===== src/rtl/tbc_fifo.sv =====
module tbc_fifo #(
  parameter int WIDTH = 8,
  parameter int DEPTH = 2,
  localparam int PTR_W = (DEPTH > 1) ? $clog2(DEPTH) : 1,
  localparam int CNT_W = $clog2(DEPTH + 1)
) (
  input  logic             clk,
  input  logic             rst_n,
  input  logic             wr_valid,
  output logic             wr_ready,
  input  logic [WIDTH-1:0] wr_data,
  output logic             rd_valid,
  input  logic             rd_ready,
  output logic [WIDTH-1:0] rd_data
);

  logic [WIDTH-1:0] mem_r [DEPTH];
  logic [PTR_W-1:0] wr_ptr_r, rd_ptr_r;
  logic [CNT_W-1:0] count_r;
  logic             push, pop;

  assign wr_ready = count_r != CNT_W'(DEPTH);
  assign rd_valid = count_r != '0;
  assign rd_data  = mem_r[rd_ptr_r];
  assign push     = wr_valid && wr_ready;
  assign pop      = rd_valid && rd_ready;

  function automatic logic [PTR_W-1:0] bump(logic [PTR_W-1:0] p);
    return (p == PTR_W'(DEPTH - 1)) ? '0 : p + 1'b1;
  endfunction

  always_ff @(posedge clk) begin
    if (!rst_n) begin
      wr_ptr_r <= '0;
      rd_ptr_r <= '0;
      count_r  <= '0;
    end else begin
      if (push) wr_ptr_r <= bump(wr_ptr_r);
      if (pop)  rd_ptr_r <= bump(rd_ptr_r);
      if (push && !pop)      count_r <= count_r + 1'b1;
      else if (pop && !push) count_r <= count_r - 1'b1;
    end
  end

  always_ff @(posedge clk) begin
    if (push) mem_r[wr_ptr_r] <= wr_data;
  end

endmodule


===== config.mk =====
export PLATFORM = sky130hd
export DESIGN_NAME = tbc_fifo
export DESIGN_NICKNAME = d
export VERILOG_FILES = /design/src/rtl/tbc_fifo.sv
export SDC_FILE = /design/constraint.sdc
export NUM_CORES = 1
export LEC_CHECK = 0
export BUFFER_PORTS_ARGS = -buffer_cell sky130_fd_sc_hd__buf_2
export CAP_MARGIN = 20
export CORE_MARGIN = 4
export CORE_UTILIZATION = 52
export DETAILED_ROUTE_END_ITERATION = 6
export PLACE_DENSITY = 0.79
export SLEW_MARGIN = 20
export SYNTH_ARGS = -nofsm -noshare
export SYNTH_HDL_FRONTEND = slang
export SYNTH_SLANG_ARGS = --single-unit

===== constraint.sdc =====
create_clock -name clk -period 2.2 [get_ports clk]
set_input_delay 0.11 -clock clk [delete_from_list [all_inputs] [get_ports clk]]
set_output_delay 0.11 -clock clk [all_outputs]
set_load 0.01 [all_outputs]

==> reports/summary.txt <==
clock-pin slew on the worst setup and hold paths - 0.11 ns
number of max-capacitance violations reported - 0
total congestion overflow after global routing - 0
Hold Worst Slack - 0.0986 ns
unrepaired setup endpoints after global routing - no
final period utilization - 0.728
vertical extent of the die - 47.5 microns
Slew Limit Fails - 0
type of origin of the critical path - flip-flop
clock skew - 0.00344 ns
Net Count, Synth - 63
layout cells sized above 1 - 0.439
port buffer count - 21
initial antenna violation count - 0
VDD IR max - 0.000775 V
crit end category - flip-flop
sequential standard cell area - 581 sq um
final design utilization - 0.749
number of buffers created by CTS - 3
Total Routed Length - 1.35 mm
Starting DRT DRC Count - 6
Final GP Congestion - 0.633
post-synthesis instance area - 810 sq um
number of distinct library cells after synthesis - 17
number of setup buffers added after CTS - 0
starting utilization of the core area - 0.586
slew at the pin closest to its max-slew limit - 0.377 ns
Fillers - 94
post-layout net count - 96
Crit path arrival time - 1.84 ns
status - complete, no violations
Crit path required time - 2.44 ns
detailed-placement wirelength estimate - 939 microns
final worst setup slack - 0.599 ns
clock root cell - sky130_fd_sc_hd__clkbuf_4
Gate Count Post-Synth - 50
number of storage elements in the synthesis netlist - 21
die span in x - 47.5 microns
post-layout minimum cycle time - 1.60 ns
total number of vias - 495
pin count of the biggest net entering global routing - 13
global-route wire length before repair - 2.13 mm
TritonCTS clock tree - done
Wirelength per Cell - 13.9 microns
worst-case setup slack after placement - 0.662 ns
class of the most critical setup path - flip-flop to flip-flop
average instance area after synthesis - 16.2 sq um
number of warnings issued by yosys - 0
area added between synthesis and finish - 28.0%
total of endpoints with negative setup slack in the final report - 0
vias per std cell - 5.10
area occupied by multi-input gates - 216 sq um
full die area - 2250 sq um
Seq/Total Area, Yosys - 0.717
DRC viols - 0
gr usage total - 0.146
maximum operating frequency - 625 MHz
antenna diode count - 0
number of clock sinks - 21
Max Fanout on Critical Path - 5
post-route antenna net violation count - 0
total count of hold-check failures in the final report - 0
buffers from clock root to sink, at most - 2
path class of the lowest-slack min-delay path - input pin to flip-flop
std cell rows - 13
core outline area - 1380 sq um
pwr/cell area - 1020 nW/um^2
design area - 1040 sq um
via count of the first global-routing pass - 489
clock insertion delay at the later pin of the skew report - 0.30 ns
max_slew headroom - 0.749
Leak - 0.423 nW
top-level I/O count - 22
TritonRoute pass-1 iters - 3
number of H-tree levels - 1
setup_tns - 0 ns
post-detailed-placement cell area - 928 sq um
Yosys cell counts (all sizes together):
cell type  number  area share
a21bo           1       0.012
a21oi           2       0.012
and2            1      0.0077
and3            1      0.0077
buf             1      0.0062
dfxtp           5        0.12
edfxtp         16        0.59
ha              1       0.015
inv             2      0.0093
mux2            8        0.11
nand2b          1       0.017
nand3b          1      0.0093
nor2            3       0.014
o21ai           2       0.012
or2             1      0.0077
or3             1      0.0077
xor2            3       0.032
area by class of cell:
class,count,share of cell area
Tap cell,15,0.0181
Sequential cell,21,0.560
Inverter,2,0.00725
Clock inverter,1,0.00483
Timing Repair Buffer,29,0.179
Clock buffer,3,0.0217
Multi-Input combinational cell,26,0.209
where the power goes:
part | leakage, nW | internal [W] | switching (W) | total, W
Clock | 0.0177 | 0.0000677 | 0.000110 | 0.000178
Sequential | 0.191 | 0.000503 | 0.0000534 | 0.000556
Combinational | 0.215 | 0.000175 | 0.000152 | 0.000326
timing repair:
item                                    CTS  global route
gates resized for setup                   0             0
hold endpoints to repair                 14             2
hold buffers                              7             1
endpoints found under the setup margin    0             0
worst max-delay path: stages (launching register included):
cell	delay, ns
sky130_fd_sc_hd__dfxtp_1	0.37
sky130_fd_sc_hd__o21ai_0	0.33
sky130_fd_sc_hd__ha_1	0.32
sky130_fd_sc_hd__or3_1	0.38
sky130_fd_sc_hd__a21oi_1	0.14
sequential cells by signal (all words and copies together), names as in the netlist, named ones only:
name,count
mem_r,16
rd_ptr_r,1
count_r,2
wr_ptr_r,1
layout by cell type, fill, tap and decap left out, types with 2 or more instances in the layout:
cell type and n:
sky130_fd_sc_hd__a21oi_1 2, sky130_fd_sc_hd__edfxtp_1 16, sky130_fd_sc_hd__xor2_1 3, sky130_fd_sc_hd__o21ai_0 2, sky130_fd_sc_hd__dfxtp_1 5, sky130_fd_sc_hd__buf_2 21
sky130_fd_sc_hd__mux2_2 8, sky130_fd_sc_hd__dlygate4sd3_1 8, sky130_fd_sc_hd__clkbuf_4 3, sky130_fd_sc_hd__nor2_1 3, sky130_fd_sc_hd__inv_1 2
per-stage QoR:
| stage | power (W) | std cells |
|---|---|---|
| floorplan | 0.000780 | 50 |
| global placement | 0.000872 | 85 |
| detailed placement | 0.000880 | 85 |
| CTS | 0.00107 | 96 |
| global route | 0.00113 | 97 |
| finish | 0.00106 | 97 |
layer usage:
layer | global-route usage | share of wire | vias to the layer above
met5 | 0 | 0 | -
met4 | 0.0994 | 0.0089 | 0
met3 | 0.0338 | 0.038 | 2
met2 | 0.249 | 0.53 | 11
met1 | 0.159 | 0.43 | 235
li1 | - | - | 247
path summary, 6_finish.rpt:
kind                                         startpoint                       to  slack [ns]  cells past startpoint
worst max register to register  count_r[0]$_SDFFE_PN0P_  count_r[1]$_SDFFE_PN0P_        0.60                      4
worst min-delay path                              rst_n  count_r[0]$_SDFFE_PN0P_         0.1                      3
worst max-delay path            count_r[0]$_SDFFE_PN0P_  count_r[1]$_SDFFE_PN0P_        0.60                      4
worst min register to register    rd_ptr_r$_SDFFE_PN0P_    rd_ptr_r$_SDFFE_PN0P_        0.52                      2
cells by family after synthesis:
logic type / synth area share
compound gates: 0.0371
xor+xnor: 0.0325
fa+ha+maj: 0.0155
buf+inv: 0.0155
flops: 0.717
mux: 0.111
simple gates: 0.0711
No activity file was read; power rests on OpenSTA's default activity.
