### src/rtl/tbc_pkg.sv
package tbc_pkg;

  localparam int CFG_IDX_BITS = 2;

  typedef enum logic [CFG_IDX_BITS-1:0] {
    CFG_CAM_X = 2'd0,
    CFG_CAM_Y = 2'd1,
    CFG_CAM_Z = 2'd2
  } tbc_cfg_idx_t;

  // poly_flags bit positions
  localparam int FLAG_ACTIVE   = 0;
  localparam int FLAG_CLIPPED  = 1;
  localparam int FLAG_BACKFACE = 2;
  localparam int FLAG_BITS     = 3;

  typedef struct packed {
    logic tested;
    logic prior;
    logic last;
  } tbc_ctl_t;

  localparam int CTL_W = $bits(tbc_ctl_t);

endpackage

### src/rtl/tbc_if.sv
interface tbc_in_if import tbc_pkg::*; #(
  parameter int COORD_BITS = 24
);
  logic                  valid;
  logic                  ready;
  logic [COORD_BITS-1:0] vertex0_x;
  logic [COORD_BITS-1:0] vertex0_y;
  logic [COORD_BITS-1:0] vertex0_z;
  logic [COORD_BITS-1:0] vertex1_x;
  logic [COORD_BITS-1:0] vertex1_y;
  logic [COORD_BITS-1:0] vertex1_z;
  logic [COORD_BITS-1:0] vertex2_x;
  logic [COORD_BITS-1:0] vertex2_y;
  logic [COORD_BITS-1:0] vertex2_z;
  logic [FLAG_BITS-1:0]  poly_flags;
  logic                  two_sided;
  logic                  last_poly;

  modport source (
    output valid, vertex0_x, vertex0_y, vertex0_z, vertex1_x, vertex1_y, vertex1_z,
           vertex2_x, vertex2_y, vertex2_z, poly_flags, two_sided, last_poly,
    input  ready
  );
  modport sink (
    input  valid, vertex0_x, vertex0_y, vertex0_z, vertex1_x, vertex1_y, vertex1_z,
           vertex2_x, vertex2_y, vertex2_z, poly_flags, two_sided, last_poly,
    output ready
  );
endinterface


interface tbc_cfg_if import tbc_pkg::*; #(
  parameter int COORD_BITS = 24
);
  logic                    valid;
  logic                    ready;
  logic [CFG_IDX_BITS-1:0] index;
  logic [COORD_BITS-1:0]   data;

  modport source (output valid, index, data, input ready);
  modport sink   (input valid, index, data, output ready);
endinterface

### src/rtl/tbc_front.sv
module tbc_front import tbc_pkg::*; #(
  parameter int COORD_BITS = 24,
  localparam int DW = COORD_BITS + 1,
  localparam int DATA_W = 9 * DW
) (
  input  logic              clk,
  input  logic              rst_n,
  tbc_in_if.sink            in_tri,
  tbc_cfg_if.sink           cfg_wr,
  output logic              fr_valid,
  input  logic              fr_ready,
  output logic [DATA_W-1:0] fr_data,
  output tbc_ctl_t          fr_ctl
);

  logic [COORD_BITS-1:0] cam_r [3];
  logic                  fr_valid_r;
  logic [DATA_W-1:0]     fr_data_r;
  tbc_ctl_t              fr_ctl_r;
  tbc_ctl_t              ctl_nxt;
  logic                  take;

  function automatic logic [DW-1:0] sdiff(logic [COORD_BITS-1:0] a,
                                          logic [COORD_BITS-1:0] b);
    return {a[COORD_BITS-1], a} - {b[COORD_BITS-1], b};
  endfunction

  assign cfg_wr.ready = 1'b1;

  always_ff @(posedge clk) begin
    if (!rst_n) begin
      cam_r[0] <= '0;
      cam_r[1] <= '0;
      cam_r[2] <= '0;
    end else if (cfg_wr.valid) begin
      case (tbc_cfg_idx_t'(cfg_wr.index))
        CFG_CAM_X: cam_r[0] <= cfg_wr.data;
        CFG_CAM_Y: cam_r[1] <= cfg_wr.data;
        CFG_CAM_Z: cam_r[2] <= cfg_wr.data;
        default: ;
      endcase
    end
  end

  assign in_tri.ready = !fr_valid_r || fr_ready;
  assign take         = in_tri.valid && in_tri.ready;

  always_comb begin
    ctl_nxt.prior  = in_tri.poly_flags[FLAG_BACKFACE];
    ctl_nxt.tested = in_tri.poly_flags[FLAG_ACTIVE] && !in_tri.poly_flags[FLAG_CLIPPED] &&
                     !in_tri.two_sided && !in_tri.poly_flags[FLAG_BACKFACE];
    ctl_nxt.last   = in_tri.last_poly;
  end

  always_ff @(posedge clk) begin
    if (!rst_n) begin
      fr_valid_r <= 1'b0;
    end else if (in_tri.ready) begin
      fr_valid_r <= in_tri.valid;
    end
  end

  // edge vectors u = v1 - v0, w = v2 - v0 and view = cam - v0
  always_ff @(posedge clk) begin
    if (take) begin
      fr_ctl_r  <= ctl_nxt;
      fr_data_r <= {sdiff(in_tri.vertex1_x, in_tri.vertex0_x),
                    sdiff(in_tri.vertex1_y, in_tri.vertex0_y),
                    sdiff(in_tri.vertex1_z, in_tri.vertex0_z),
                    sdiff(in_tri.vertex2_x, in_tri.vertex0_x),
                    sdiff(in_tri.vertex2_y, in_tri.vertex0_y),
                    sdiff(in_tri.vertex2_z, in_tri.vertex0_z),
                    sdiff(cam_r[0], in_tri.vertex0_x),
                    sdiff(cam_r[1], in_tri.vertex0_y),
                    sdiff(cam_r[2], in_tri.vertex0_z)};
    end
  end

  assign fr_valid = fr_valid_r;
  assign fr_data  = fr_data_r;
  assign fr_ctl   = fr_ctl_r;

endmodule

### src/flat_wrapper.sv
// flat-port wrapper written by rule: the top's interface ports become plain ports
module tbc_front_flat import tbc_pkg::*;
#(
  parameter int COORD_BITS = 24,
  localparam int DW = COORD_BITS + 1,
  localparam int DATA_W = 9 * DW
)
  (clk, rst_n, fr_valid, fr_ready, fr_data, fr_ctl, in_tri_valid, in_tri_vertex0_x, in_tri_vertex0_y, in_tri_vertex0_z, in_tri_vertex1_x, in_tri_vertex1_y, in_tri_vertex1_z, in_tri_vertex2_x, in_tri_vertex2_y, in_tri_vertex2_z, in_tri_poly_flags, in_tri_two_sided, in_tri_last_poly, in_tri_ready, cfg_wr_valid, cfg_wr_index, cfg_wr_data, cfg_wr_ready);
  tbc_in_if #(.COORD_BITS(COORD_BITS)) in_tri_i ();
  tbc_cfg_if #(.COORD_BITS(COORD_BITS)) cfg_wr_i ();
  input  logic clk;
  input  logic rst_n;
  output logic fr_valid;
  input  logic fr_ready;
  output logic [DATA_W-1:0] fr_data;
  output tbc_ctl_t fr_ctl;
  input wire logic [$bits(in_tri_i.valid)-1:0] in_tri_valid;
  input wire logic [$bits(in_tri_i.vertex0_x)-1:0] in_tri_vertex0_x;
  input wire logic [$bits(in_tri_i.vertex0_y)-1:0] in_tri_vertex0_y;
  input wire logic [$bits(in_tri_i.vertex0_z)-1:0] in_tri_vertex0_z;
  input wire logic [$bits(in_tri_i.vertex1_x)-1:0] in_tri_vertex1_x;
  input wire logic [$bits(in_tri_i.vertex1_y)-1:0] in_tri_vertex1_y;
  input wire logic [$bits(in_tri_i.vertex1_z)-1:0] in_tri_vertex1_z;
  input wire logic [$bits(in_tri_i.vertex2_x)-1:0] in_tri_vertex2_x;
  input wire logic [$bits(in_tri_i.vertex2_y)-1:0] in_tri_vertex2_y;
  input wire logic [$bits(in_tri_i.vertex2_z)-1:0] in_tri_vertex2_z;
  input wire logic [$bits(in_tri_i.poly_flags)-1:0] in_tri_poly_flags;
  input wire logic [$bits(in_tri_i.two_sided)-1:0] in_tri_two_sided;
  input wire logic [$bits(in_tri_i.last_poly)-1:0] in_tri_last_poly;
  output wire logic [$bits(in_tri_i.ready)-1:0] in_tri_ready;
  input wire logic [$bits(cfg_wr_i.valid)-1:0] cfg_wr_valid;
  input wire logic [$bits(cfg_wr_i.index)-1:0] cfg_wr_index;
  input wire logic [$bits(cfg_wr_i.data)-1:0] cfg_wr_data;
  output wire logic [$bits(cfg_wr_i.ready)-1:0] cfg_wr_ready;
  assign in_tri_i.valid = in_tri_valid;
  assign in_tri_i.vertex0_x = in_tri_vertex0_x;
  assign in_tri_i.vertex0_y = in_tri_vertex0_y;
  assign in_tri_i.vertex0_z = in_tri_vertex0_z;
  assign in_tri_i.vertex1_x = in_tri_vertex1_x;
  assign in_tri_i.vertex1_y = in_tri_vertex1_y;
  assign in_tri_i.vertex1_z = in_tri_vertex1_z;
  assign in_tri_i.vertex2_x = in_tri_vertex2_x;
  assign in_tri_i.vertex2_y = in_tri_vertex2_y;
  assign in_tri_i.vertex2_z = in_tri_vertex2_z;
  assign in_tri_i.poly_flags = in_tri_poly_flags;
  assign in_tri_i.two_sided = in_tri_two_sided;
  assign in_tri_i.last_poly = in_tri_last_poly;
  assign in_tri_ready = in_tri_i.ready;
  assign cfg_wr_i.valid = cfg_wr_valid;
  assign cfg_wr_i.index = cfg_wr_index;
  assign cfg_wr_i.data = cfg_wr_data;
  assign cfg_wr_ready = cfg_wr_i.ready;
  tbc_front #(.COORD_BITS(COORD_BITS)) u_core (.clk(clk), .rst_n(rst_n), .in_tri(in_tri_i), .cfg_wr(cfg_wr_i), .fr_valid(fr_valid), .fr_ready(fr_ready), .fr_data(fr_data), .fr_ctl(fr_ctl));
endmodule
### config.mk
export PLATFORM = sky130hd
export DESIGN_NAME = tbc_front_flat
export DESIGN_NICKNAME = d
export VERILOG_FILES = /design/src/rtl/tbc_pkg.sv /design/src/rtl/tbc_if.sv /design/src/rtl/tbc_front.sv /design/src/flat_wrapper.sv
export SDC_FILE = /design/constraint.sdc
export NUM_CORES = 1
export LEC_CHECK = 0
export ABC_AREA = 0
export BUFFER_PORTS_ARGS = -buffer_cell sky130_fd_sc_hd__buf_2
export CELL_PAD_IN_SITES_DETAIL_PLACEMENT = 1
export CELL_PAD_IN_SITES_GLOBAL_PLACEMENT = 2
export CORE_ASPECT_RATIO = 2
export CORE_MARGIN = 2
export CORE_UTILIZATION = 37
export DETAILED_ROUTE_END_ITERATION = 10
export PLACE_DENSITY_LB_ADDON = 0.08
export SLEW_MARGIN = 20
export SYNTH_ARGS = -nofsm -noshare
export SYNTH_HDL_FRONTEND = slang
export SYNTH_SLANG_ARGS = --single-unit
### constraint.sdc
create_clock -name clk -period 18.3 [get_ports clk]
set_input_delay 2.745 -clock clk [delete_from_list [all_inputs] [get_ports clk]]
set_output_delay 2.745 -clock clk [all_outputs]
set_load 0.01 [all_outputs]
==> results.cfg <==
[cts]
clk_pin_slew_ps = 60
cts_tree = done
cts_sinks = 301
cts_root_buf = clkbuf_16
cts_inserted_buffers = 34
clk_latency_ps = 540
cts-hold-fix-buffers = 0
cts_resized = 0
cts_buffer_depth = 3
htree_levels = 2
cts_setup_buffers = 0

[worst_hold_path]
min_to = u_core.fr_valid
min_path_type = register to register
hold_depth = 2
hp-start = u_core.fr_valid

[logic_synthesis]
synthTopCellsByCount = edfxtp_1, ha_1, a21oi_1
yosys.area.top_type_share_pct = 44.5
synth_compound_area_share_pct = 17.7
synthAdderAreaFrac_pct = 14.2
syn_inst = 1945
synth.avg_cell_area_um2 = 10.4
ys.flop_type = edfxtp_1
yosys_warnings = 0
synth.most_common_cell = edfxtp_1
yosysUniqueCellTypes = 76
synth_area_leaders = edfxtp_1, ha_1, xnor2_1
netlist_area_um2 = 20200
syn_nets = 2422
synth-seq-area-share_pct = 44.6
yosysTopAreaCell = edfxtp_1
synth_top_family_by_area = compound AO/OA/AOI/OAI gates
synth_xor_area_share_pct = 7.36
muxShareOfSynthArea_pct = 0.210
synth_edf_count = 300
synth-simple-area-share_pct = 12.3
async_reset_ff_share_pct = 0
ys_ff_latch = 301

[placement]
place_hpwl_um = 59000
place.gp.congestion = 0.896
portBuffers = 481
post-place-ws_ps = 12160

[grt]
grt_overflow_total = 0
grt_pass1_wl_um = 108000
grt_pass1_vias = 18917
grt_max_degree = 63
antenna_found_initial = 15
grt_usage_pct = 25.0

[final_layout]
nNetsFinal = 2918
drive_gt1_share_pct = 23.0
syn2layout_area_growth_pct = 21.1
num-fill-cells = 6232

[floorplanning]
io_pins = 483
rows = 121
die_y_um = 335
die-area_um2 = 56700
die_x_um = 169
core_um2 = 54200
start_util_pct = 37.3

[setup_path]
required_ps = 15550
r2r_end = u_core.fr_data[116]
start_kind = primary input
rrSetupSlack_ps = 15100
path_class = primary input to output port
cp_max_fo = 3
endpoint_kind = output port
r2r_cells = 4
r2r-start = u_core.fr_valid
crit_arrival_ps = 3160

[outcome]
status = finished clean

[timing]
layout_setup_ws_ps = 12400
hold_viol = 0
max_slew_margin_pct = 33.4
max_freq_mhz = 169
setup_tns_ps = 0
finalHoldWorstSlack_ps = 557
slew_violations = 0
clock_skew_ps = 16.6
finalCritPeriodShare_pct = 32.3
final.min_clock_period_ps = 5900
setup_viol = 0
tightestPinTransition_ps = 974
rsz0062_at_grt = no

[power_and_ir_drop]
p_leak_nw = 11.0
vdd_drop_max_mv = 0.0560
fin_total_pwr_mw = 2.24
power_density_nw_per_um2 = 91.4

[route]
vias = 17081
wl_per_cell_um = 22.8
drc = 0
first_pass_iters = 5
drt_iter0_drc = 727
via_per_inst = 5.43
final_antenna_net_count = 0
wl_um = 71600

[run]
cap_violations = 0
[cell type report]
type	count	area (µm²)	area share, %
Antenna cell	3	7.51	0.0306
Clock buffer	35	855	3.49
Clock inverter	26	189	0.771
Inverter	161	604	2.47
Multi-Input combinational cell	1454	10500	42.9
Sequential cell	301	9030	36.8
Tap cell	676	846	3.45
Timing Repair Buffer	489	2470	10.1
[critical path, cell delays in order]
cell and delay [ps]:
buf_2 90, nand2b_1 160, buf_2 160
[report_power, final]
group          switching [mW]  total [mW]  internal [mW]  leakage [nW]
logic                   0.391       0.651          0.260          7.53
registers              0.0285       0.909          0.881          2.92
clock network           0.309       0.679          0.370         0.502
[per-stage QoR]
step | area, µm² | utilization (%) | std cells
3_5_place_dp | 23400 | 43.3 | 3081
5_1_grt | 24500 | 45.2 | 3145
2_1_floorplan | 20200 | - | 1945
6_report | 24500 | 45.2 | 3145
3_3_place_gp | 23400 | 43.3 | 3081
4_1_cts | 24500 | 45.2 | 3142
[layer usage]
metal | wire (µm) | vias to the layer above | track usage [%]
met5 | 170 | - | 0
met4 | 2800 | 24 | 9.73
met3 | 4960 | 145 | 6.85
met2 | 39500 | 512 | 49.7
met1 | 24100 | 8220 | 23.7
li1 | - | 8180 | -
[layout by cell type, fill, tap and decap left out, types with 34 or more instances in the layout]
cell type	instances
xor2_1	57
and2_1	35
ha_1	216
nand3_1	41
a21o_1	76
edfxtp_1	300
nand2_1	115
xnor2_1	113
buf_2	481
o21ai_0	102
a21oi_1	167
clkbuf_16	34
nor2_1	132
inv_1	161
nor2b_1	48
[cells by family after synthesis]
logic type / count (synthesis)
fa+ha+maj: 225
compound gates: 549
buf+inv: 190
mux: 4
other cells: 1
simple gates: 505
xor+xnor: 170
flops: 301
[how the worst max path moves through the flow]
stage | slack (ps) | endpoint | start
global route | 12370 | in_tri_ready | fr_ready
finish | 12400 | in_tri_ready | fr_ready
global placement | 12160 | u_core.fr_data[149] | in_tri_vertex2_x[0]
CTS | 12400 | in_tri_ready | fr_ready
detailed placement | 12160 | u_core.fr_data[149] | in_tri_vertex0_x[0]
floorplan | 9530 | u_core.fr_ctl[0] | fr_ready
[sequential cells by signal (all words and copies together), names as in the netlist]
| name | flops |
|---|---|
| u_core.cam_r | 72 |
| u_core.fr_ctl | 3 |
| u_core.fr_data | 225 |
| u_core.fr_valid | 1 |
Note: power is estimated with default switching activity, not from simulation.
